===== src/hw/rtl/kar_pkg.sv =====
// Shared types and constants for the keypad auto-repeat block.
// No dependencies; imported by every module of the block.
`default_nettype none

package kar_pkg;

   // Matrix geometry
   localparam int NUM_COLUMNS = 4;
   localparam int NUM_ROWS    = 4;
   localparam int MASK_BITS   = 16;
   localparam int NUM_KEYS    = (NUM_COLUMNS * NUM_ROWS > MASK_BITS) ?
                                MASK_BITS : NUM_COLUMNS * NUM_ROWS;
   // keys that exist in the matrix; bits above are dropped at the front
   localparam logic [MASK_BITS-1:0] KEY_MASK =
      MASK_BITS'((MASK_BITS+1)'((MASK_BITS+1)'(1) << NUM_KEYS) - (MASK_BITS+1)'(1));

   localparam int CNT_W = 6;
   localparam logic [CNT_W-1:0] CNT_MAX = '1;

   localparam logic [CNT_W-1:0]     FIRST_DELAY_RST   = 6'd3;
   localparam logic [CNT_W-1:0]     SLOW_INTERVAL_RST = 6'd32;
   localparam logic [CNT_W-1:0]     FAST_INTERVAL_RST = 6'd4;
   localparam logic [MASK_BITS-1:0] REPEAT_EN_RST     = 16'd2039;

   localparam int CSR_ADDR_W = 2;
   localparam int CSR_DATA_W = 16;
   localparam int RSP_W      = 24;

   typedef enum logic [CSR_ADDR_W-1:0] {
      CSR_FIRST_DELAY   = 2'd0,
      CSR_SLOW_INTERVAL = 2'd1,
      CSR_FAST_INTERVAL = 2'd2,
      CSR_REPEAT_EN     = 2'd3
   } csr_index_type;

   // one classified scan
   typedef struct packed {
      logic [MASK_BITS-1:0] pressed;
      logic                 any_pressed;
   } scan_type;

   // configuration seen by the key engine
   typedef struct packed {
      logic [CNT_W-1:0]     first_delay;
      logic [CNT_W-1:0]     slow_interval;
      logic [CNT_W-1:0]     fast_interval;
      logic [MASK_BITS-1:0] repeat_en;
   } cfg_type;

endpackage

`default_nettype wire


===== src/hw/rtl/kar_front.sv =====
// Front end: takes scan beats, drops keys outside the matrix, flags any press.
// Depends on kar_pkg.
`default_nettype none

module kar_front import kar_pkg::*; (
   input  wire logic                 req_tvalid,
   output logic                      req_tready,
   input  wire logic [MASK_BITS-1:0] req_tdata,
   output logic                      push_valid,
   input  wire logic                 push_ready,
   output scan_type                  push_data
);

   logic [MASK_BITS-1:0] keys;

   assign keys       = req_tdata & KEY_MASK;
   assign req_tready = push_ready;
   assign push_valid = req_tvalid;

   always_comb begin
      push_data.pressed     = keys;
      push_data.any_pressed = |keys;
   end

endmodule

`default_nettype wire


===== src/hw/rtl/kar_queue.sv =====
// Two-entry queue of classified scans between front and key engine.
// Depends on kar_pkg.
`default_nettype none

module kar_queue import kar_pkg::*; (
   input  wire logic     clock,
   input  wire logic     reset,
   input  wire logic     push_valid,
   output logic          push_ready,
   input  wire scan_type push_data,
   output logic          pop_valid,
   input  wire logic     pop_ready,
   output scan_type      pop_data
);

   scan_type   entry_ff [2];
   logic       wr_ptr_ff, wr_ptr_in;
   logic       rd_ptr_ff, rd_ptr_in;
   logic [1:0] count_ff, count_in;
   logic       push, pop;

   assign push_ready = (count_ff != 2'd2);
   assign pop_valid  = (count_ff != 2'd0);
   assign pop_data   = entry_ff[rd_ptr_ff];
   assign push       = push_valid & push_ready;
   assign pop        = pop_valid & pop_ready;

   assign wr_ptr_in = wr_ptr_ff ^ push;
   assign rd_ptr_in = rd_ptr_ff ^ pop;
   assign count_in  = 2'(count_ff + {1'b0, push} - {1'b0, pop});

   always_ff @(posedge clock) begin
      if (reset) begin
         wr_ptr_ff <= 1'b0;
         rd_ptr_ff <= 1'b0;
         count_ff  <= 2'd0;
      end else begin
         wr_ptr_ff <= wr_ptr_in;
         rd_ptr_ff <= rd_ptr_in;
         count_ff  <= count_in;
      end
   end

   always_ff @(posedge clock) begin
      if (push) begin
         entry_ff[wr_ptr_ff] <= push_data;
      end
   end

endmodule

`default_nettype wire


===== src/hw/rtl/kar_back.sv =====
// Key engine: per-key hold counters and intervals, plus the result register.
// Depends on kar_pkg.
`default_nettype none

module kar_back import kar_pkg::*; (
   input  wire logic       clock,
   input  wire logic       reset,
   input  wire cfg_type    cfg,
   input  wire logic       pop_valid,
   output logic            pop_ready,
   input  wire scan_type   pop_data,
   output logic            rsp_tvalid,
   input  wire logic       rsp_tready,
   output logic [RSP_W-1:0] rsp_tdata
);

   logic                 first_press_ff [MASK_BITS];
   logic                 first_press_in [MASK_BITS];
   logic [CNT_W-1:0]     hold_ff        [MASK_BITS];
   logic [CNT_W-1:0]     hold_in        [MASK_BITS];
   logic [CNT_W-1:0]     ival_ff        [MASK_BITS];
   logic [CNT_W-1:0]     ival_in        [MASK_BITS];
   logic [MASK_BITS-1:0] fired;
   logic                 step;

   logic                 rsp_valid_ff;
   logic [MASK_BITS-1:0] fired_ff;
   logic                 any_ff;

   assign pop_ready = ~rsp_valid_ff | rsp_tready;
   assign step      = pop_valid & pop_ready;

   // sixteen independent key updates
   always_comb begin
      logic [CNT_W-1:0] cnt;
      logic [CNT_W-1:0] half;
      logic             allowed;
      for (int k = 0; k < MASK_BITS; k++) begin
         cnt     = (hold_ff[k] == CNT_MAX) ? CNT_MAX : CNT_W'(hold_ff[k] + 1'b1);
         half    = ival_ff[k] >> 1;
         allowed = first_press_ff[k] | cfg.repeat_en[k];
         fired[k]          = 1'b0;
         first_press_in[k] = first_press_ff[k];
         hold_in[k]        = hold_ff[k];
         ival_in[k]        = ival_ff[k];
         if (pop_data.pressed[k]) begin
            hold_in[k] = cnt;
            if (cnt >= ival_ff[k] && allowed) begin
               fired[k]   = 1'b1;
               hold_in[k] = '0;
               if (first_press_ff[k]) begin
                  first_press_in[k] = 1'b0;
                  ival_in[k]        = cfg.slow_interval;
               end else begin
                  ival_in[k] = (half < cfg.fast_interval) ? cfg.fast_interval : half;
               end
            end
         end else begin
            first_press_in[k] = 1'b1;
            hold_in[k]        = '0;
            ival_in[k]        = cfg.first_delay;
         end
      end
   end

   always_ff @(posedge clock) begin
      if (reset) begin
         for (int k = 0; k < MASK_BITS; k++) begin
            first_press_ff[k] <= 1'b1;
            hold_ff[k]        <= '0;
            ival_ff[k]        <= FIRST_DELAY_RST;
         end
         rsp_valid_ff <= 1'b0;
      end else begin
         if (step) begin
            for (int k = 0; k < MASK_BITS; k++) begin
               first_press_ff[k] <= first_press_in[k];
               hold_ff[k]        <= hold_in[k];
               ival_ff[k]        <= ival_in[k];
            end
            rsp_valid_ff <= 1'b1;
         end else if (rsp_tready) begin
            rsp_valid_ff <= 1'b0;
         end
      end
   end

   always_ff @(posedge clock) begin
      if (step) begin
         fired_ff <= fired;
         any_ff   <= pop_data.any_pressed;
      end
   end

   assign rsp_tvalid = rsp_valid_ff;
   assign rsp_tdata  = {(RSP_W-MASK_BITS-1)'(0), any_ff, fired_ff};

endmodule

`default_nettype wire


===== src/hw/rtl/keypad_auto_repeat.sv =====
// Top level of the keypad auto-repeat block: CSRs, front end, queue, key engine.
// Depends on kar_pkg, kar_front, kar_queue and kar_back.
`default_nettype none

// Typematic repeat for a scanned 4x4 key matrix. Each req beat is one finished
// scan (pressed mask, bit column*4+row); each scan yields exactly one rsp beat
// with the keys that fired and an any-pressed flag. A key fires once it has
// been held first_delay scans, then after slow_interval scans, then at an
// interval that halves on every repeat but never drops below fast_interval;
// keys clear in repeat_en fire only once per press. Throughput is one beat
// per clock while rsp_tready is high: all sixteen per-key updates happen in
// parallel in the key engine. A scan passes two registers (queue entry, then
// result register); the two-entry queue lets the input take two scans while a
// result waits. CSRs are written through csr_we/csr_addr/csr_wdata and should
// only be changed while no scan is in flight; a new first_delay or interval
// only applies the next time a key loads it.
module keypad_auto_repeat import kar_pkg::*; (
   input  wire logic                  clock,
   input  wire logic                  reset,
   // scan input; tdata[15:0] = pressed_mask
   input  wire logic                  req_tvalid,
   output logic                       req_tready,
   input  wire logic [MASK_BITS-1:0]  req_tdata,
   // result; tdata[15:0] = fired_mask, tdata[16] = any_pressed, rest zero
   output logic                       rsp_tvalid,
   input  wire logic                  rsp_tready,
   output logic [RSP_W-1:0]           rsp_tdata,
   // CSR write port
   input  wire logic                  csr_we,
   input  wire logic [CSR_ADDR_W-1:0] csr_addr,
   input  wire logic [CSR_DATA_W-1:0] csr_wdata
);

   cfg_type  cfg_ff;
   cfg_type  cfg_in;
   logic     push_valid, push_ready;
   scan_type push_data;
   logic     pop_valid, pop_ready;
   scan_type pop_data;

   // CSR decode; values are truncated to the register width
   always_comb begin
      cfg_in = cfg_ff;
      if (csr_we) begin
         unique case (csr_index_type'(csr_addr))
            CSR_FIRST_DELAY:   cfg_in.first_delay   = csr_wdata[CNT_W-1:0];
            CSR_SLOW_INTERVAL: cfg_in.slow_interval = csr_wdata[CNT_W-1:0];
            CSR_FAST_INTERVAL: cfg_in.fast_interval = csr_wdata[CNT_W-1:0];
            CSR_REPEAT_EN:     cfg_in.repeat_en     = csr_wdata[MASK_BITS-1:0];
            default:           cfg_in = cfg_ff;
         endcase
      end
   end

   always_ff @(posedge clock) begin
      if (reset) begin
         cfg_ff.first_delay   <= FIRST_DELAY_RST;
         cfg_ff.slow_interval <= SLOW_INTERVAL_RST;
         cfg_ff.fast_interval <= FAST_INTERVAL_RST;
         cfg_ff.repeat_en     <= REPEAT_EN_RST;
      end else begin
         cfg_ff <= cfg_in;
      end
   end

   // front end: masks keys outside the matrix, computes any-pressed
   kar_front u_front (
      .req_tvalid (req_tvalid),
      .req_tready (req_tready),
      .req_tdata  (req_tdata),
      .push_valid (push_valid),
      .push_ready (push_ready),
      .push_data  (push_data)
   );

   // decouples the front end from the key engine
   kar_queue u_queue (
      .clock      (clock),
      .reset      (reset),
      .push_valid (push_valid),
      .push_ready (push_ready),
      .push_data  (push_data),
      .pop_valid  (pop_valid),
      .pop_ready  (pop_ready),
      .pop_data   (pop_data)
   );

   // per-key state and result register
   kar_back u_back (
      .clock      (clock),
      .reset      (reset),
      .cfg        (cfg_ff),
      .pop_valid  (pop_valid),
      .pop_ready  (pop_ready),
      .pop_data   (pop_data),
      .rsp_tvalid (rsp_tvalid),
      .rsp_tready (rsp_tready),
      .rsp_tdata  (rsp_tdata)
   );

endmodule

`default_nettype wire


===== config.mk =====
export PLATFORM = sky130hd
export DESIGN_NAME = keypad_auto_repeat
export DESIGN_NICKNAME = d
export VERILOG_FILES = /design/src/hw/rtl/kar_pkg.sv /design/src/hw/rtl/kar_front.sv /design/src/hw/rtl/kar_queue.sv /design/src/hw/rtl/kar_back.sv /design/src/hw/rtl/keypad_auto_repeat.sv
export SDC_FILE = /design/constraint.sdc
export NUM_CORES = 1
export LEC_CHECK = 0
export ABC_AREA = 1
export BUFFER_PORTS_ARGS = -buffer_cell sky130_fd_sc_hd__buf_2
export CORE_UTILIZATION = 45
export DETAILED_ROUTE_END_ITERATION = 10
export GPL_TIMING_DRIVEN = 0
export SKIP_CTS_REPAIR_TIMING = 1
export SYNTH_ARGS = -nofsm -noshare
export SYNTH_HDL_FRONTEND = slang
export SYNTH_HIERARCHICAL = 1
export SYNTH_SLANG_ARGS = --single-unit

===== constraint.sdc =====
create_clock -name clock -period 4.6 [get_ports clock]
set_input_delay 1.38 -clock clock [delete_from_list [all_inputs] [get_ports clock]]
set_output_delay 1.38 -clock clock [all_outputs]
set_load 0.02 [all_outputs]

## Yosys cells after proc, flatten, opt, wreduce, memory -nomap -nowiden

Memory sizes are Yosys's and may differ from the RTL's. A register that Yosys moved wholly into a read port is not among the register bits.
Cells that the tools add are included.

- Register bits: 56
- Memory bits (writable): 242
- Memories: 4

Memories:

| name | words | width | rd ports | clocked after Yosys merged registers in | wr ports | line | source |
|---|---|---|---|---|---|---|---|
| u_back.hold_ff | 16 | 6 | 16 | 0 | 16 | kar_back.sv:19 | `logic [CNT_W-1:0] hold_ff [MASK_BITS];` |
| u_back.ival_ff | 16 | 6 | 16 | 0 | 16 | kar_back.sv:21 | `logic [CNT_W-1:0] ival_ff [MASK_BITS];` |
| u_queue.entry_ff | 2 | 17 | 1 | 1 | 1 | kar_queue.sv:16 | `scan_type entry_ff [2];` |
| u_back.first_press_ff | 16 | 1 | 16 | 0 | 16 | kar_back.sv:17 | `logic first_press_ff [MASK_BITS];` |

- $add $sub $neg: 18
- Magnitude comparators: 32
- Eq/ne operators: 20
- Muxes and demuxes: 218
- Bitwise logic cells: 70
- Reductions and logical operators: 24

Operators by type and width:

| operator | number |
|---|---|
| $mux W6 | 144 |
| $add A6 B1 Y6 const B | 16 |
| $eq A6 B6 Y1 const B | 16 |
| $ge A6 B6 Y1 | 16 |
| $lt A5 B6 Y1 | 16 |
| $mux W1 | 74 |
| $or A1 B1 Y1 | 65 |
| $logic_and A1 B1 Y1 | 16 |
| $reduce_or A16 Y1 | 1 |
| $reduce_and A2 Y1 | 4 |
| $eq A2 B2 Y1 const B | 2 |
| $reduce_bool A2 Y1 | 2 |
| $add A2 B1 Y2 | 1 |
| $and A1 B1 Y1 | 2 |
| $eq A2 B1 Y1 const B | 1 |
| $logic_not A2 Y1 | 1 |
| $ne A2 B2 Y1 const B | 1 |
| $sub A2 B1 Y2 | 1 |
| $xor A1 B1 Y1 | 2 |
| $not A1 Y1 | 1 |

## Longest topological paths before layout

An unclocked memory read counts as a cell.

- Word-level depth: 8
- Mapped depth: 16

## Hierarchy

The synthesis kept the hierarchy.

Modules (own cells, without submodules):

| module | times used | cells each | area each (µm²) |
|---|---|---|---|
| kar_back | 1 | 2251 | 17235.3 |
| kar_queue | 1 | 122 | 1488.9 |
| keypad_auto_repeat | 1 | 199 | 1395.1 |
| kar_front | 1 | 33 | 191.4 |

## Least setup slack after synthesis

OpenSTA, ideal clock, no wires.

- Path kind: input port to flip-flop
- Start point: input rsp_tready
- End point: memory u_back.hold_ff[0][0], enable pin
- Setup time: 0.450 ns
- Arrival time: 4.197 ns
- Setup slack: -0.047 ns
- Stages: 7
- Buffers on the path: 1
- Cell sequence: inv_1 > nand2_2 > nand2_1 > inv_1 > nor2_2 > buf_2 > inv_1

RTL lines:

| what | line | source |
|---|---|---|
| start, declared | keypad_auto_repeat.sv:26 | `input wire logic rsp_tready,` |
| end, declared | kar_back.sv:19 |  |

==> results.sh <==
export IMPL_status="complete, no violations"
export IMPL_grt_pass1_wl_mm=91.3
export IMPL_max_stage_delay_ns=0.85
export IMPL_die_height_um=214
export IMPL_synthFlopType="edfxtp_1"
export IMPL_period_share_pct=93.8
export IMPL_yosys_warnings=6
export IMPL_clk_pin_slew_worst_paths_ns=0.06
export IMPL_r2r_start="cfg_ff[19]"
export IMPL_dp_slack_ns=-0.114
export IMPL_num_vias=17800
export IMPL_remaining_drc_errors=0
export IMPL_maxSlewViolCount=0
export IMPL_fill_cells=4284
export IMPL_crit_chain="clkbuf_1 > clkbuf_1 > inv_1 > ha_1 > nand2_1 > nand2_1 > a21boi_1 > nand2_2 > nand2_1 > o21ai_1 > o21ai_1 > nand2_1"
export IMPL_cts_root_buffer="clkbuf_16"
export IMPL_place_area_sq_mm=0.0214
export IMPL_routed_wl_mm=58.9
export IMPL_min_period_ns=4.31
export IMPL_cts_tree="yes"
export IMPL_syn_area_per_cell_sq_um=7.80
export IMPL_worst_path_most_repeated_cell="nand2_1"
export IMPL_hpwl_mm=41.5
export IMPL_slew_headroom_pct=18.0
export IMPL_antenna_found_initial=1
export IMPL_r2r_slack_ns=0.29
export IMPL_p_leak_nw=10.4
export IMPL_fin_util_pct=50.9
export IMPL_synth_area_leaders="edfxtp_1 38%, nand2_1 12%, ha_1 11%"
export IMPL_setup_ws_ns=0.287
export IMPL_rows=77
export IMPL_min_delay_start="cfg_ff[2]"
export IMPL_whs_ns=0.475
export IMPL_clkPwrFrac_pct=19.8
export IMPL_swShare_pct=43.3
export IMPL_io_pins=65
export IMPL_firstDrtPassIters=6
export IMPL_p_comb_share_pct=46.6
export IMPL_clockBufferDepth=3
export IMPL_synth_commonest_cells="655 x nand2_1, 394 x inv_1, 274 x nor2_1"
export IMPL_synth_edff_count=259
export IMPL_p_int_w=0.00815
export IMPL_critPathLaunchType="flop"
export IMPL_cts_made_buffers=37
export IMPL_core_sq_mm=0.0444
export IMPL_die_w_um=214
export IMPL_hold_end="cfg_ff[2]"
export IMPL_grt_overflow_total=0
export IMPL_gp_congestion=0.902
export IMPL_grt_pass1_vias=16700
export IMPL_syn_area_sq_mm=0.0203
export IMPL_htreeDepth=2
export IMPL_stdcell_area_sq_mm=0.0226
export IMPL_synth_async_reset_ratio_pct=0
export IMPL_critPathKind="reg -> reg"
export IMPL_critPathBufInv=3
export IMPL_drv_cap=0
export IMPL_synthCells=2605
export IMPL_cp_required_ns=4.89
export IMPL_synth_seq_area_share_pct=42.1
export IMPL_grt_max_degree=40
export IMPL_yosysMostFrequentCell="nand2_1"
export IMPL_synth_cell_types=42
export IMPL_setup_viol=0
export IMPL_io_buffer_count=56
export IMPL_p_sw_w=0.00623
export IMPL_r2r_end="u_back/ival_ff[1][37]"
export IMPL_routedWlPerCell_um=17.7
export IMPL_drtAntennaViolNets=0
export IMPL_start_util_pct=45.7
export IMPL_grtUsageTotal_pct=25.5
export IMPL_min_path_cells=2
export IMPL_yosysTopAreaCell="edfxtp_1"
export IMPL_vias_per_cell=5.34
export IMPL_crit_family="buffers and inverters"
export IMPL_ys_ff_latch=298
export IMPL_powerDensity_mw_per_mm2=636
export IMPL_synthDominantCellAreaShare_pct=38.3
export IMPL_min_delay_path_class="reg -> reg"
export IMPL_clock_latency_ns=0.55
export IMPL_hold_violations=0
export IMPL_p_seq_share_pct=33.6
export IMPL_fin_nets=2926
export IMPL_cp_slowest_cell="clkbuf_1"
export IMPL_ff2ff_path_depth=12
export IMPL_clkSinkCount=298
export IMPL_fmax_mhz=232
export IMPL_critical_path_arrival_ns=4.60
export IMPL_rsz0062_at_grt="false"
export IMPL_syn2layout_area_growth_pct=11.2
export IMPL_ir_drop_mv=0.370
export IMPL_die_area_sq_mm=0.0460
export IMPL_drive_gt1_share_pct=8.00
export IMPL_critPathMaxFanout=16
export IMPL_clock_skew_ns=0.0154
export IMPL_first_iter_violations=1707
export IMPL_tightestPinTransition_ns=1.23
export IMPL_total_power_w=0.0144
export IMPL_end_kind="flop"
[flip-flops by register name, summed over array words and instances, names as in the netlist]
| name | count |
|---|---|
| u_back/hold_ff | 96 |
| u_back/ival_ff | 96 |
| cfg_ff | 34 |
| u_queue/entry_ff | 34 |
| u_back/fired_ff | 16 |
| u_back/first_press_ff | 16 |
| u_queue/count_ff | 2 |
| u_back/any_ff | 1 |
| u_back/rsp_tvalid | 1 |
| u_queue/rd_ptr_ff | 1 |
| u_queue/wr_ptr_ff | 1 |
[placed cells by master, fill, tap and decap left out, drive strengths merged, types with 2 or more instances in the layout]
| cell type | n |
|---|---|
| nand2 | 674 |
| inv | 398 |
| nor2 | 288 |
| edfxtp | 259 |
| a21oi | 242 |
| ha | 178 |
| nand3 | 167 |
| o21ai | 128 |
| buf | 110 |
| clkbuf | 98 |
| dfxtp | 39 |
| clkinv | 25 |
| nand4 | 24 |
| nor3 | 20 |
| a21boi | 14 |
| a21o | 10 |
| a22oi | 10 |
| a31oi | 10 |
| o21a | 9 |
| a221oi | 7 |
| conb | 7 |
| nand3b | 6 |
| xnor2 | 6 |
| bufinv | 2 |
| clkinvlp | 2 |
| o22ai | 2 |
[final cells by class]
type	count	area, sq um	share of cell area (%)
multi-input cells	1805	9690	42.9
flip-flops and latches	298	8560	37.9
diodes	1	2.50	0.0111
clock buffers	48	1020	4.51
well taps	592	741	3.28
repair buffers	59	348	1.54
inverters	407	1530	6.78
clock inverters	20	145	0.642
plain buffers	101	563	2.49
[worst reg2reg max path: stages (launching register included)]
cell and delay (ns):
dfxtp_1 0.33, clkbuf_1 0.53, clkbuf_1 0.86, inv_1 0.85, ha_1 0.56, nand2_1 0.08
nand2_1 0.05, a21boi_1 0.27, nand2_2 0.16, nand2_1 0.09, o21ai_1 0.06, o21ai_1 0.16
nand2_1 0.06
[metrics by stage]
step	cells	TNS, ns
floorplan	2611	0
global placement	3259	-184.80
detailed placement	3262	-7.28
CTS	3330	0
global route	3331	0
finish	3331	0
[power by group through the flow]
stage / sequential (W) / combinational (W) / clock [W]
floorplan: 0.00474 / 0.00491 / 0
global placement: 0.00486 / 0.00634 / 0
detailed placement: 0.00486 / 0.00664 / 0
CTS: 0.00482 / 0.00668 / 0.00291
global route: 0.00493 / 0.00769 / 0.00301
finish: 0.00483 / 0.00671 / 0.00285
[logic make-up (layout without fill, tap and decap cells)]
kind of cell | count (synthesis) | in the layout | synth area share (%)
fa+ha+maj | 178 | 178 | 11.0
simple gates | 1180 | 1180 | 24.2
other cells | 1 | 8 | 0.0185
flops | 298 | 298 | 42.1
buf+inv | 508 | 635 | 10.3
compound gates | 433 | 433 | 12.1
xor+xnor | 7 | 7 | 0.302
[per-layer routing]
layer  vias up  share of wire, %  GRT usage, %
li1       8743                 -             -
met1      8181                42          33.2
met2       706                45          41.7
met3       142               9.0          4.47
met4         0               3.8          10.5
met5         -                 0             0
[how the worst max path moves through the flow]
stage / from / end / slack [ns] / cells after the start
2_1_floorplan: rsp_tready / u_back/hold_ff[0][0] / 0.39 / 7
4_1_cts: cfg_ff[19] / u_back/ival_ff[1][36] / 0.35 / 12
3_5_place_dp: rsp_tready / u_back/hold_ff[1][45] / -0.11 / 10
3_3_place_gp: rsp_tready / u_back/hold_ff[1][46] / -1.93 / 8
5_1_grt: cfg_ff[18] / u_back/ival_ff[1][37] / 0.21 / 12
6_report: cfg_ff[19] / u_back/ival_ff[1][37] / 0.29 / 12
(Power assumes the default switching activity.)
